===== src/sv/nass_pkg.sv =====
// Shared types and constants for the n-ary sorted search block.
`default_nettype none

package nass_pkg;

  localparam int WORD_W = 32;
  localparam int POS_W  = 10;
  localparam int CFG_W  = 3;

  // Item kinds; kind code 3 means nothing and is dropped
  typedef enum logic [1:0] {
    KIND_APPEND = 2'd0,
    KIND_SEARCH = 2'd1,
    KIND_CLEAR  = 2'd2
  } kind_t;

  // Outcome of one probe compare
  typedef enum logic [1:0] {
    CMP_LESS    = 2'd0,
    CMP_GREATER = 2'd1,
    CMP_EQUAL   = 2'd2
  } cmp_t;

  typedef enum logic [2:0] {
    ST_IDLE,
    ST_ROUND,
    ST_DIV,
    ST_ADDR,
    ST_CMP,
    ST_END
  } state_t;

  // Controller to datapath
  typedef struct packed {
    logic append;
    logic clear;
    logic search_start;
    logic div_start;
    logic emit_miss;
    logic round_init;
    logic probe_addr;
    logic probe_cmp;
    logic round_end;
  } cmd_t;

  // Datapath to controller
  typedef struct packed {
    logic range_empty;
    logic div_busy;
    logic last_probe;
    logic hit;
  } stat_t;

endpackage

`default_nettype wire


===== src/sv/nass_ctrl.sv =====
// Controller: sequences search rounds, probe reads and result emission.
`default_nettype none

module nass_ctrl
  import nass_pkg::*;
(
  input  wire logic        clk,
  input  wire logic        rst_n,
  input  wire logic        start,
  input  wire logic [1:0]  in_kind,
  input  wire stat_t       st,
  output cmd_t             cmd,
  output logic             busy
);

  state_t state_r, state_nxt;

  always_ff @(posedge clk) begin
    if (!rst_n) begin
      state_r <= ST_IDLE;
    end else begin
      state_r <= state_nxt;
    end
  end

  // Next state and commands
  always_comb begin
    state_nxt = state_r;
    cmd       = '0;
    unique case (state_r)
      ST_IDLE: begin
        if (start) begin
          unique case (in_kind)
            KIND_APPEND: cmd.append = 1'b1;
            KIND_CLEAR:  cmd.clear  = 1'b1;
            KIND_SEARCH: begin
              cmd.search_start = 1'b1;
              state_nxt        = ST_ROUND;
            end
            default: ;
          endcase
        end
      end
      ST_ROUND: begin
        if (st.range_empty) begin
          cmd.emit_miss = 1'b1;
          state_nxt     = ST_IDLE;
        end else begin
          cmd.div_start = 1'b1;
          state_nxt     = ST_DIV;
        end
      end
      ST_DIV: begin
        if (!st.div_busy) begin
          cmd.round_init = 1'b1;
          state_nxt      = ST_ADDR;
        end
      end
      ST_ADDR: begin
        cmd.probe_addr = 1'b1;
        state_nxt      = ST_CMP;
      end
      ST_CMP: begin
        cmd.probe_cmp = 1'b1;
        state_nxt     = st.last_probe ? ST_END : ST_ADDR;
      end
      ST_END: begin
        cmd.round_end = 1'b1;
        state_nxt     = st.hit ? ST_IDLE : ST_ROUND;
      end
      default: state_nxt = ST_IDLE;
    endcase
  end

  assign busy = (state_r != ST_IDLE);

endmodule

`default_nettype wire


===== config.mk =====
export PLATFORM = sky130hd
export DESIGN_NAME = nass_ctrl
export DESIGN_NICKNAME = d
export VERILOG_FILES = /design/src/sv/nass_pkg.sv /design/src/sv/nass_ctrl.sv
export SDC_FILE = /design/constraint.sdc
export NUM_CORES = 1
export LEC_CHECK = 0
export ABC_AREA = 1
export BUFFER_PORTS_ARGS = -buffer_cell sky130_fd_sc_hd__buf_2
export CELL_PAD_IN_SITES_DETAIL_PLACEMENT = 2
export CELL_PAD_IN_SITES_GLOBAL_PLACEMENT = 2
export CORE_MARGIN = 10
export CORE_UTILIZATION = 15
export DETAILED_ROUTE_END_ITERATION = 7
export PLACE_DENSITY_LB_ADDON = 0.12
export SLEW_MARGIN = 20
export SYNTH_ARGS = -nofsm -noshare
export SYNTH_HDL_FRONTEND = slang
export SYNTH_SLANG_ARGS = --single-unit

===== constraint.sdc =====
create_clock -name clk -period 0.8 [get_ports clk]
set_input_delay 0.16 -clock clk [delete_from_list [all_inputs] [get_ports clk]]
set_output_delay 0.16 -clock clk [all_outputs]
set_load 0.005 [all_outputs]

==> reports/results.ini, run 1 <==
[drt]
drc_errors = 0
met2_wirelength_um = 496
drt-initial-drc-count = 5
ant_nets = 0
vias = 374
drt-pass1-iter-count = 3
wl_mm = 1.09
dr.max_layer_used = met4
routed-wl-met3_um = 129
drt-met1-wl_um = 421
wl_per_cell_um = 11.6
via_per_inst = 3.98

[pwr]
p_switching_uw = 224
combinationalPowerShare = 0.297
p_int_uw = 439
sw_frac_of_total = 0.337
p_clk_frac = 0.426
p_leak_uw = 0.000251
p_seq_frac = 0.277
power.density_nw_per_um2 = 1380
peakVddDrop_mv = 0.673

[setup_path]
r2r_cells = 7
end_kind = output pin
path_class = flop to output pin
critical_path_required_ps = 640
cp.arrival_ps = 1050
cp-start-kind = flop
worst-path-max-fanout = 6

[logic_synthesis]
avgSynthCellArea_um2 = 6.34
netlist-cell-type-count = 14
synth-seq-cells = 3
yosys-top-cells-count = nor2_1 (8), inv_1 (7), nand2_1 (6), nand3_1 (6), dfxtp_1 (3)
synth_top_area_frac = 0.220
synth_top_area_cell = dfxtp_1
syn_area_um2 = 273
yosys_warnings = 0
netlist_instances = 43
async_flop_share = 0
seq_area_frac_synth = 0.220
synth_ff_type = dfxtp_1
synth_edf_count = 0
synth_area_leaders = dfxtp_1 (22%), nand3_1 (11%), nor2_1 (11%)
synth.most_common_cell = nor2_1
syn_nets = 52

[die]
coreArea_um2 = 1730
dieHeight_um = 62.6
ioPinCount = 19
die_w_um = 62.6
initial_core_util = 0.158
dieArea_um2 = 3920
core.rowCount = 15

[job]
drv_cap = 0

[sta]
min_period_over_period = 1.52
period_needed_ps = 1210
tightest_slew_ps = 152
maxSlewViolCount = 0
skew_ps = 7.89
rsz0062_at_grt = yes
setup_tns_ps = -4000
hold_viol = 0
setup_slack_ps = -412
slew_headroom = 0.897
setup_viol = 13
max_freq_ghz = 0.825

[place]
gp_congestion = 0.607
placedInstanceArea_um2 = 408
numPortBuffers = 18
dpl_worst_slack_ps = -196
dp_hpwl_um = 862

[cells_and_area]
nFillCells = 222
area_growth_pct = 75.7
largest_reg_flops = 3
nets = 79
final_layout_size_suffix_gt1_frac = 0.609
diodes = 0
largest_registers = state_r (3)
final_area_um2 = 479
post-route-util = 0.278
largest-register = state_r

[grt]
grt_max_degree = 7
grtUsageTotal = 0.0617
grt_overflow = 0
grt_pass1_wl_mm = 1.81
antenna_found_initial = 0
grt_pass1_vias = 399

[hold_path]
hold_depth = 3
hold_path_class = input port to flop

[clocking]
cts_tree = done
clk_pin_slew_ps = 40
clock_latency_ps = 240
cts_hold_buf = 0
cts_buffers = 3
cts_buffer_depth = 2
cts_sinks = 3
clock-root-buffer = clkbuf_4
htree_levels = 1

[run_status]
violations = negative setup slack
status = finished, violations left

==> worst max-delay path: stages (launching register included) <==
cell and delay (ps):
dfxtp_4 370, nor2_4 110, nand2_2 90, nor3_2 100
buf_2 130
==> per-stage QoR <==
step | power [uW] | instances | hold WS [ps]
floorplan | 289 | 43 | 293
global placement | 356 | 87 | 429
detailed placement | 358 | 87 | 435
CTS | 677 | 93 | 168
global route | 731 | 94 | 184
finish | 663 | 94 | 187
==> cell usage in the layout, fill, tap and decap left out <==
master / n
nand2_1: 6
nand2_2: 2
inv_1: 7
inv_2: 1
nand3_1: 6
dfxtp_2: 1
inv_4: 1
buf_2: 18
clkbuf_4: 3
nand3_4: 1
nor2_2: 2
buf_6: 1
buf_4: 4
nor3_2: 2
a21oi_2: 1
nor2_1: 6
nor2_4: 3
dfxtp_4: 2
clkbuf_1: 1
o21ai_0: 1
==> timing repair <==
item | in CTS | in global routing
setup buffers | 2 | 1
pin swaps | 1 | 0
resized for setup | 6 | 1
endpoints found under the setup margin | 13 | 13
==> power groups by stage <==
| stage | registers (uW) | clock network, uW | logic (uW) |
|---|---|---|---|
| after global routing | 186 | 321 | 224 |
| final | 184 | 282 | 197 |
| after detailed placement | 181 | 0 | 177 |
| after CTS | 182 | 300 | 195 |
| after global placement | 181 | 0 | 175 |
| after floorplan | 170 | 0 | 119 |
==> metal layers <==
| metal | global-route usage | up-vias |
|---|---|---|
| met2 | 0.0923 | 19 |
| met5 | 0 | - |
| met4 | 0.0670 | 0 |
| met1 | 0.0529 | 166 |
| met3 | 0.0394 | 4 |
| li1 | - | 185 |
==> cells by family (layout without fill, tap and decap cells) <==
logic type,after synthesis,in the layout,share of synthesized area
buffers and inverters,10,36,0.165
AOI/OAI and AO/OA,2,2,0.0504
DFF,3,3,0.220
and+or+nand+nor,28,28,0.564
==> final cells by class <==
class                   instances  area, um^2  share of cell area
clock buffers                   4        26.3              0.0548
inverters                       9        36.3              0.0757
multi-input cells              30         185               0.386
flip-flops and latches          3        68.8               0.144
well taps                      25        31.3              0.0653
repair buffers                 23         131               0.274
==> worst paths after layout <==
path / start / end / slack, ps
worst min-delay path: st[1] / state_r[2] / 190
worst min register to register: state_r[1] / state_r[2] / 590
worst max-delay path: state_r[0] / cmd[8] / -410
worst max register to register: state_r[2] / state_r[0] / -340
Power figures use the tool's default switching activity.
==> inputs of run 2 (changes only) <==
--- a/config.mk
+++ b/config.mk
@@ -5,12 +5,11 @@
 export SDC_FILE = /design/constraint.sdc
 export NUM_CORES = 1
 export LEC_CHECK = 0
-export ABC_AREA = 1
 export BUFFER_PORTS_ARGS = -buffer_cell sky130_fd_sc_hd__buf_2
 export CELL_PAD_IN_SITES_DETAIL_PLACEMENT = 2
 export CELL_PAD_IN_SITES_GLOBAL_PLACEMENT = 2
 export CORE_MARGIN = 10
-export CORE_UTILIZATION = 15
+export CORE_UTILIZATION = 16
 export DETAILED_ROUTE_END_ITERATION = 7
 export PLACE_DENSITY_LB_ADDON = 0.12
 export SLEW_MARGIN = 20
==> run 2 against run 1 <==
Compared with the run above:
- the flow still finishes with violations (negative setup slack)
- clock skew is 3.8 ps lower
- hold slack worse by 16 ps
- clock power is 3% lower
- routed wire length is 16% higher
- synthesized cell count is 40% lower
- power is 10% lower
- critical path depth is 1 lower
- highest routed layer is now met3
- global-route usage is 1.3 points higher
- worst setup slack worse by 270 ps
- largest cell class unchanged
- flip-flop and latch count stayed put
- non-clock buffer count is 8 higher
==> reports/results.ini, run 2 <==
[logic_synthesis]
synth-seq-cells = 3  ; unchanged
synth_ff_type = dfxtp_1
synth_edf_count = 0  ; unchanged
synth_top_area_frac = 0.240  ; +0.0198
avgSynthCellArea_um2 = 9.62  ; +52%
syn_nets = 35  ; -33%
netlist-cell-type-count = 19  ; +5
syn_area_um2 = 250  ; -8.3%
netlist_instances = 26  ; -40%
synth_area_leaders = dfxtp_1 (24%), nor3b_2 (10%), nor4b_4 (9.5%)
yosys_warnings = 0  ; unchanged
synth.most_common_cell = dfxtp_1
seq_area_frac_synth = 0.240  ; +0.0198
synth_top_area_cell = dfxtp_1
async_flop_share = 0  ; unchanged

[clocking]
clock-root-buffer = clkbuf_4
cts_hold_buf = 0  ; unchanged
clock_latency_ps = 230  ; about the same
cts_buffer_depth = 2  ; unchanged
cts_tree = done
cts_sinks = 3  ; unchanged
htree_levels = 1  ; unchanged
clk_pin_slew_ps = 40  ; about the same
cts_buffers = 3  ; unchanged

[drt]
via_per_inst = 4.56  ; +15%
vias = 351  ; -6.1%
wl_per_cell_um = 16.4  ; +41%
drc_errors = 0  ; unchanged
drt-pass1-iter-count = 2  ; -1
drt-initial-drc-count = 3  ; -2
ant_nets = 0  ; unchanged
wl_mm = 1.26  ; +16%

[die]
die_w_um = 59.5  ; -4.9%
dieHeight_um = 59.5  ; -4.9%
initial_core_util = 0.168  ; +0.0101
dieArea_um2 = 3550  ; -9.6%
core.rowCount = 14  ; -1
ioPinCount = 19  ; unchanged
coreArea_um2 = 1490  ; -14%

[setup_path]
crit_family = simple AND/OR/NAND/NOR gates
end_kind = output pin
path_class = flop to output pin
r2r_cells = 6  ; -1
cp_cell_sequence = or3_4 > nor4b_4 > buf_2
critical_path_required_ps = 640  ; about the same
critPathBufInv = 1  ; unchanged
reg2reg_slack_ps = -540  ; -200 ps
r2r_end = state_r[0]
slowest_stage = or3_4
cpPeakStageDelay_ps = 420  ; +50 ps
crit_start = state_r[0]
worst-path-max-fanout = 4  ; -2
reg2reg_from = state_r[0]
cp-start-kind = flop
cp.arrival_ps = 1320  ; +270 ps

[cells_and_area]
nets = 71  ; -10%
largest-register = state_r
final_area_um2 = 582  ; +21%
layout_commonest_cell = buf_2
final_cell_mix = buf_2 (18), buf_4 (6), buf_6 (5), clkbuf_4 (3), dfxtp_2 (3)
final_layout_size_suffix_gt1_frac = 0.770  ; +0.162
area_growth_pct = 132
largest_reg_flops = 3  ; unchanged
diodes = 0  ; unchanged
largest_registers = state_r (3)

[run_status]
violations = negative setup slack
status = finished, violations left

[place]
gp_congestion = 0.679  ; +12%
dpl_worst_slack_ps = -448  ; -252 ps
dp_hpwl_um = 848  ; -1.5%
placedInstanceArea_um2 = 413  ; +1.2%
numPortBuffers = 18  ; unchanged

[hold_path]
hold_path_class = input port to flop
holdPathEnd = state_r[1]
hp-start = rst_n
hold_depth = 2  ; -1

[sta]
setup_tns_ps = -7050  ; -3050 ps
setup_slack_ps = -681  ; -269 ps
tightest_slew_ps = 169  ; +16.2 ps
slew_headroom = 0.887  ; -0.0102
max_freq_ghz = 0.675  ; -18%
hold_viol = 0  ; unchanged
rsz0062_at_grt = yes
min_period_over_period = 1.85  ; +0.336
skew_ps = 4.04  ; -3.85 ps
maxSlewViolCount = 0  ; unchanged
setup_viol = 13  ; unchanged
period_needed_ps = 1480  ; +269 ps

[grt]
met3_usage = 0.0193  ; -0.0201
grt_overflow = 0  ; unchanged
globalRouteMet1Util = 0.0756  ; +0.0227
grt_pass1_vias = 419  ; +5.0%
grtUsageTotal = 0.0750  ; +0.0133
antenna_found_initial = 0  ; unchanged
grt_pass1_wl_mm = 2.03  ; +12%
grt_max_degree = 6  ; -1
busiest_layer = met2
met2_usage = 0.132  ; +0.0399

[pwr]
power.density_nw_per_um2 = 1030  ; -26%
power_uw = 597  ; -10%
peakVddDrop_mv = 0.358  ; -47%
p_leak_uw = 0.000286  ; +14%

[job]
drv_cap = 0  ; unchanged

-- run 2: cells by family after synthesis --
logic type / Yosys count / synth area share
compound gates: 5 / 0.145
buf+inv: 1 / 0.0150
flops: 3 / 0.240
simple gates: 17 / 0.600
-- run 2: cell type report --
| type | instances | area (um^2) |
|---|---|---|
| clock buffer | 4 | 26.3 |
| fill | 171 | 907 |
| inverter | 1 | 3.75 |
| multi-input combinational | 22 | 241 |
| sequential | 3 | 63.8 |
| tap | 16 | 20.0 |
| timing repair buffer | 31 | 226 |
-- run 2: repair_timing --
action | 4_1_cts | 5_1_grt
cloned | 0 | 0
resized for setup | 8 | 7
setup endpoints to repair | 13 | 13
pin swaps | 6 | 3
setup buffers | 7 | 3
-- run 2: per-stage QoR --
stage | hold slack [ps] | utilization | instances
2_1_floorplan | 280 | - | 26
3_3_place_gp | 409 | 0.277 | 64
3_5_place_dp | 401 | 0.277 | 64
4_1_cts | 159 | 0.366 | 75
5_1_grt | 185 | 0.391 | 77
6_report | 171 | 0.391 | 77
-- run 2: routing by layer --
| metal | part of all wire | routed length [um] |
|---|---|---|
| met1 | 0.36 | 457 |
| met2 | 0.55 | 699 |
| met3 | 0.082 | 103 |
| met4 | 0 | 0 |
| met5 | 0 | 0 |
-- run 2: worst register-to-register path: stages, from the launching register on --
cell     delay (ps)
dfxtp_2         310
buf_4           130
buf_8           130
nor3b_4         180
buf_4           140
a21bo_1         150
and4b_1         200
-- run 2: report_power, final --
part	switching (uW)	internal [uW]	total, uW
combinational	72.2	92.6	165
clock	86.9	188	274
sequential	2.43	155	157
total	162	435	597
-- run 2: worst max path at each step --
| stage | endpoint | slack, ps | depth (start not counted) |
|---|---|---|---|
| finish | cmd[7] | -680 | 3 |
| global route | cmd[7] | -760 | 3 |
| CTS | cmd[7] | -710 | 3 |
| detailed placement | cmd[7] | -450 | 3 |
| global placement | cmd[7] | -420 | 3 |
| floorplan | cmd[7] | -340 | 2 |
==> inputs of run 3 (changes only) <==
--- a/config.mk
+++ b/config.mk
@@ -8,10 +8,11 @@
 export BUFFER_PORTS_ARGS = -buffer_cell sky130_fd_sc_hd__buf_2
 export CELL_PAD_IN_SITES_DETAIL_PLACEMENT = 2
 export CELL_PAD_IN_SITES_GLOBAL_PLACEMENT = 2
+export CORE_ASPECT_RATIO = 0.9
 export CORE_MARGIN = 10
 export CORE_UTILIZATION = 16
 export DETAILED_ROUTE_END_ITERATION = 7
-export PLACE_DENSITY_LB_ADDON = 0.12
+export PLACE_DENSITY = 0.75
 export SLEW_MARGIN = 20
 export SYNTH_ARGS = -nofsm -noshare
 export SYNTH_HDL_FRONTEND = slang
==> run 3 against run 2 <==
Compared with the run above:
- the flow still finishes with violations (negative setup slack)
- sequential share of layout area decreased by 0.66 points
- hold slack got worse by 18 ps
- maximum frequency decreased by 4.0%
==> reports/results.ini, run 3 (synthesis results as in run 2) <==
[run_status]
status = finished, violations left
violations = negative setup slack

[grt]
grt_pass1_vias = 382  ; -8.8%
met2_usage = 0.132  ; -0.000472
antenna_found_initial = 0  ; unchanged
grt_max_degree = 8  ; +2
busiest_layer = met2
grt_pass1_wl_mm = 1.99  ; -2.0%
grtUsageTotal = 0.0825  ; +0.00752
met3_usage = 0.0376  ; +0.0183
globalRouteMet1Util = 0.0785  ; +0.00290
grt_overflow = 0  ; unchanged

[cells_and_area]
nFillCells = 165  ; -3.5%
final_area_um2 = 619  ; +6.5%
final_layout_size_suffix_gt1_frac = 0.800  ; +0.0295
largest_reg_flops = 3  ; unchanged
area_growth_pct = 148
multiInputGateArea_um2 = 246  ; +2.1%
stdcell_count = 80  ; +3.9%
largest_registers = state_r (3)
final_cell_mix = buf_2 (18), buf_4 (8), buf_6 (8), clkbuf_4 (3), dfxtp_2 (3)
diodes = 0  ; unchanged
layout_commonest_cell = buf_2
largest-register = state_r
nets = 75  ; +5.6%
ff_latch_area_um2 = 63.8  ; unchanged

[setup_path]
path_class = flop to output pin
critical_path_required_ps = 640  ; about the same
slowest_stage = or3_4
cp.arrival_ps = 1380  ; +60 ps
r2r_cells = 6  ; unchanged
cp-start-kind = flop
cpPeakStageDelay_ps = 420  ; about the same
cp_cell_sequence = or3_4 > nor4b_4 > buf_2
end_kind = output pin
worst-path-max-fanout = 3  ; -1

[place]
dp.cells = 65  ; +1.6%
placedInstanceArea_um2 = 427  ; +3.3%
numPortBuffers = 18  ; unchanged
dp_hpwl_um = 945  ; +11%
gp_congestion = 0.657  ; -3.2%

[pwr]
power.density_nw_per_um2 = 990  ; -3.5%
p_leak_uw = 0.000310  ; +8.1%
power_uw = 613  ; +2.8%
peakVddDrop_mv = 0.458  ; +28%

[clocking]
cts_buffers = 3  ; unchanged
clk_pin_slew_ps = 40  ; about the same
cts_tree = done
clock-root-buffer = clkbuf_4
htree_levels = 1  ; unchanged
clock_latency_ps = 240  ; about the same
cts_hold_buf = 0  ; unchanged
cts_sinks = 3  ; unchanged
cts_buffer_depth = 2  ; unchanged

[sta]
setup_tns_ps = -7950  ; -892 ps
slew_headroom = 0.855  ; -0.0321
tightest_slew_ps = 216  ; +47.9 ps
hold_ws_ps = 153  ; -18.5 ps
hold_viol = 0  ; unchanged
skew_ps = 6.40  ; +2.36 ps
setup_slack_ps = -742  ; -61.0 ps
setup_viol = 13  ; unchanged
period_needed_ps = 1540  ; +61.0 ps
rsz0062_at_grt = yes
maxSlewViolCount = 0  ; unchanged
max_freq_ghz = 0.649  ; -4.0%
min_period_over_period = 1.93  ; +0.0762

[die]
coreArea_um2 = 1460  ; -1.7%
dieHeight_um = 57.5  ; -3.4%
ioPinCount = 19  ; unchanged
die_w_um = 61.7  ; +3.6%
initial_core_util = 0.171  ; +0.00287
dieArea_um2 = 3550  ; about the same
core.rowCount = 13  ; -1

[drt]
ant_nets = 0  ; unchanged
drc_errors = 0  ; unchanged
drt-initial-drc-count = 6  ; +3
drt-pass1-iter-count = 2  ; unchanged
vias = 353  ; +0.57%
wl_mm = 1.44  ; +15%
via_per_inst = 4.41  ; -3.2%
wl_per_cell_um = 18.1  ; +10%

[hold_path]
hold_path_class = input port to flop
hold_depth = 2  ; unchanged

[job]
drv_cap = 0  ; unchanged

run 3: changes by cell type in the layout (fill, tap and decap cells not counted):
cell | previous run | this run
buf_8 | 1 | 0
buf_6 | 5 | 8
nor3_2 | 0 | 1
nor3_1 | 1 | 0
nor2b_1 | 1 | 0
nor2b_2 | 0 | 1
nor2_2 | 1 | 0
nor2_1 | 1 | 2
buf_4 | 6 | 8
run 3: power by group:
group	switching (uW)	total, uW	internal [uW]
registers	3.30	158	155
clock network	99.7	288	188
logic	75.8	167	91.0
run 3: per-layer routing:
layer	up-vias	wire, um
met4	0	42
met5	-	0
met1	162	562
li1	179	-
met2	8	744
met3	4	95
run 3: path summary, 6_finish.rpt:
| kind | end | startpoint | slack (ps) |
|---|---|---|---|
| hold / removal | state_r[1] | rst_n | 150 |
| setup / recovery | cmd[7] | state_r[2] | -740 |
| hold reg to reg | state_r[0] | state_r[0] | 790 |
| setup reg to reg | state_r[0] | state_r[2] | -550 |
run 3: final cells by class:
type	instances	share of cell area
Clock buffer	4	0.0424
Inverter	1	0.00606
Timing Repair Buffer	35	0.420
Sequential cell	3	0.103
Tap cell	15	0.0303
Multi-Input combinational cell	22	0.398
run 3: stage by stage:
stage          utilization  worst slack (ps)
2_1_floorplan            -              -341
3_3_place_gp         0.291              -425
3_5_place_dp         0.291              -474
4_1_cts              0.377              -737
5_1_grt              0.423              -799
6_report             0.423              -742
run 3: worst max-delay path: cells and delay by family, from the launching register on:
| kind | cells | cell delay [ps] |
|---|---|---|
| DFF | 1 | 310 |
| buffers and inverters | 1 | 170 |
| and+or+nand+nor | 2 | 660 |
run 3: timing repair:
action / CTS / global route
pin swaps: 5 / 4
gates resized for setup: 10 / 6
endpoints found under the setup margin: 13 / 13
buffers inserted: 6 / 7
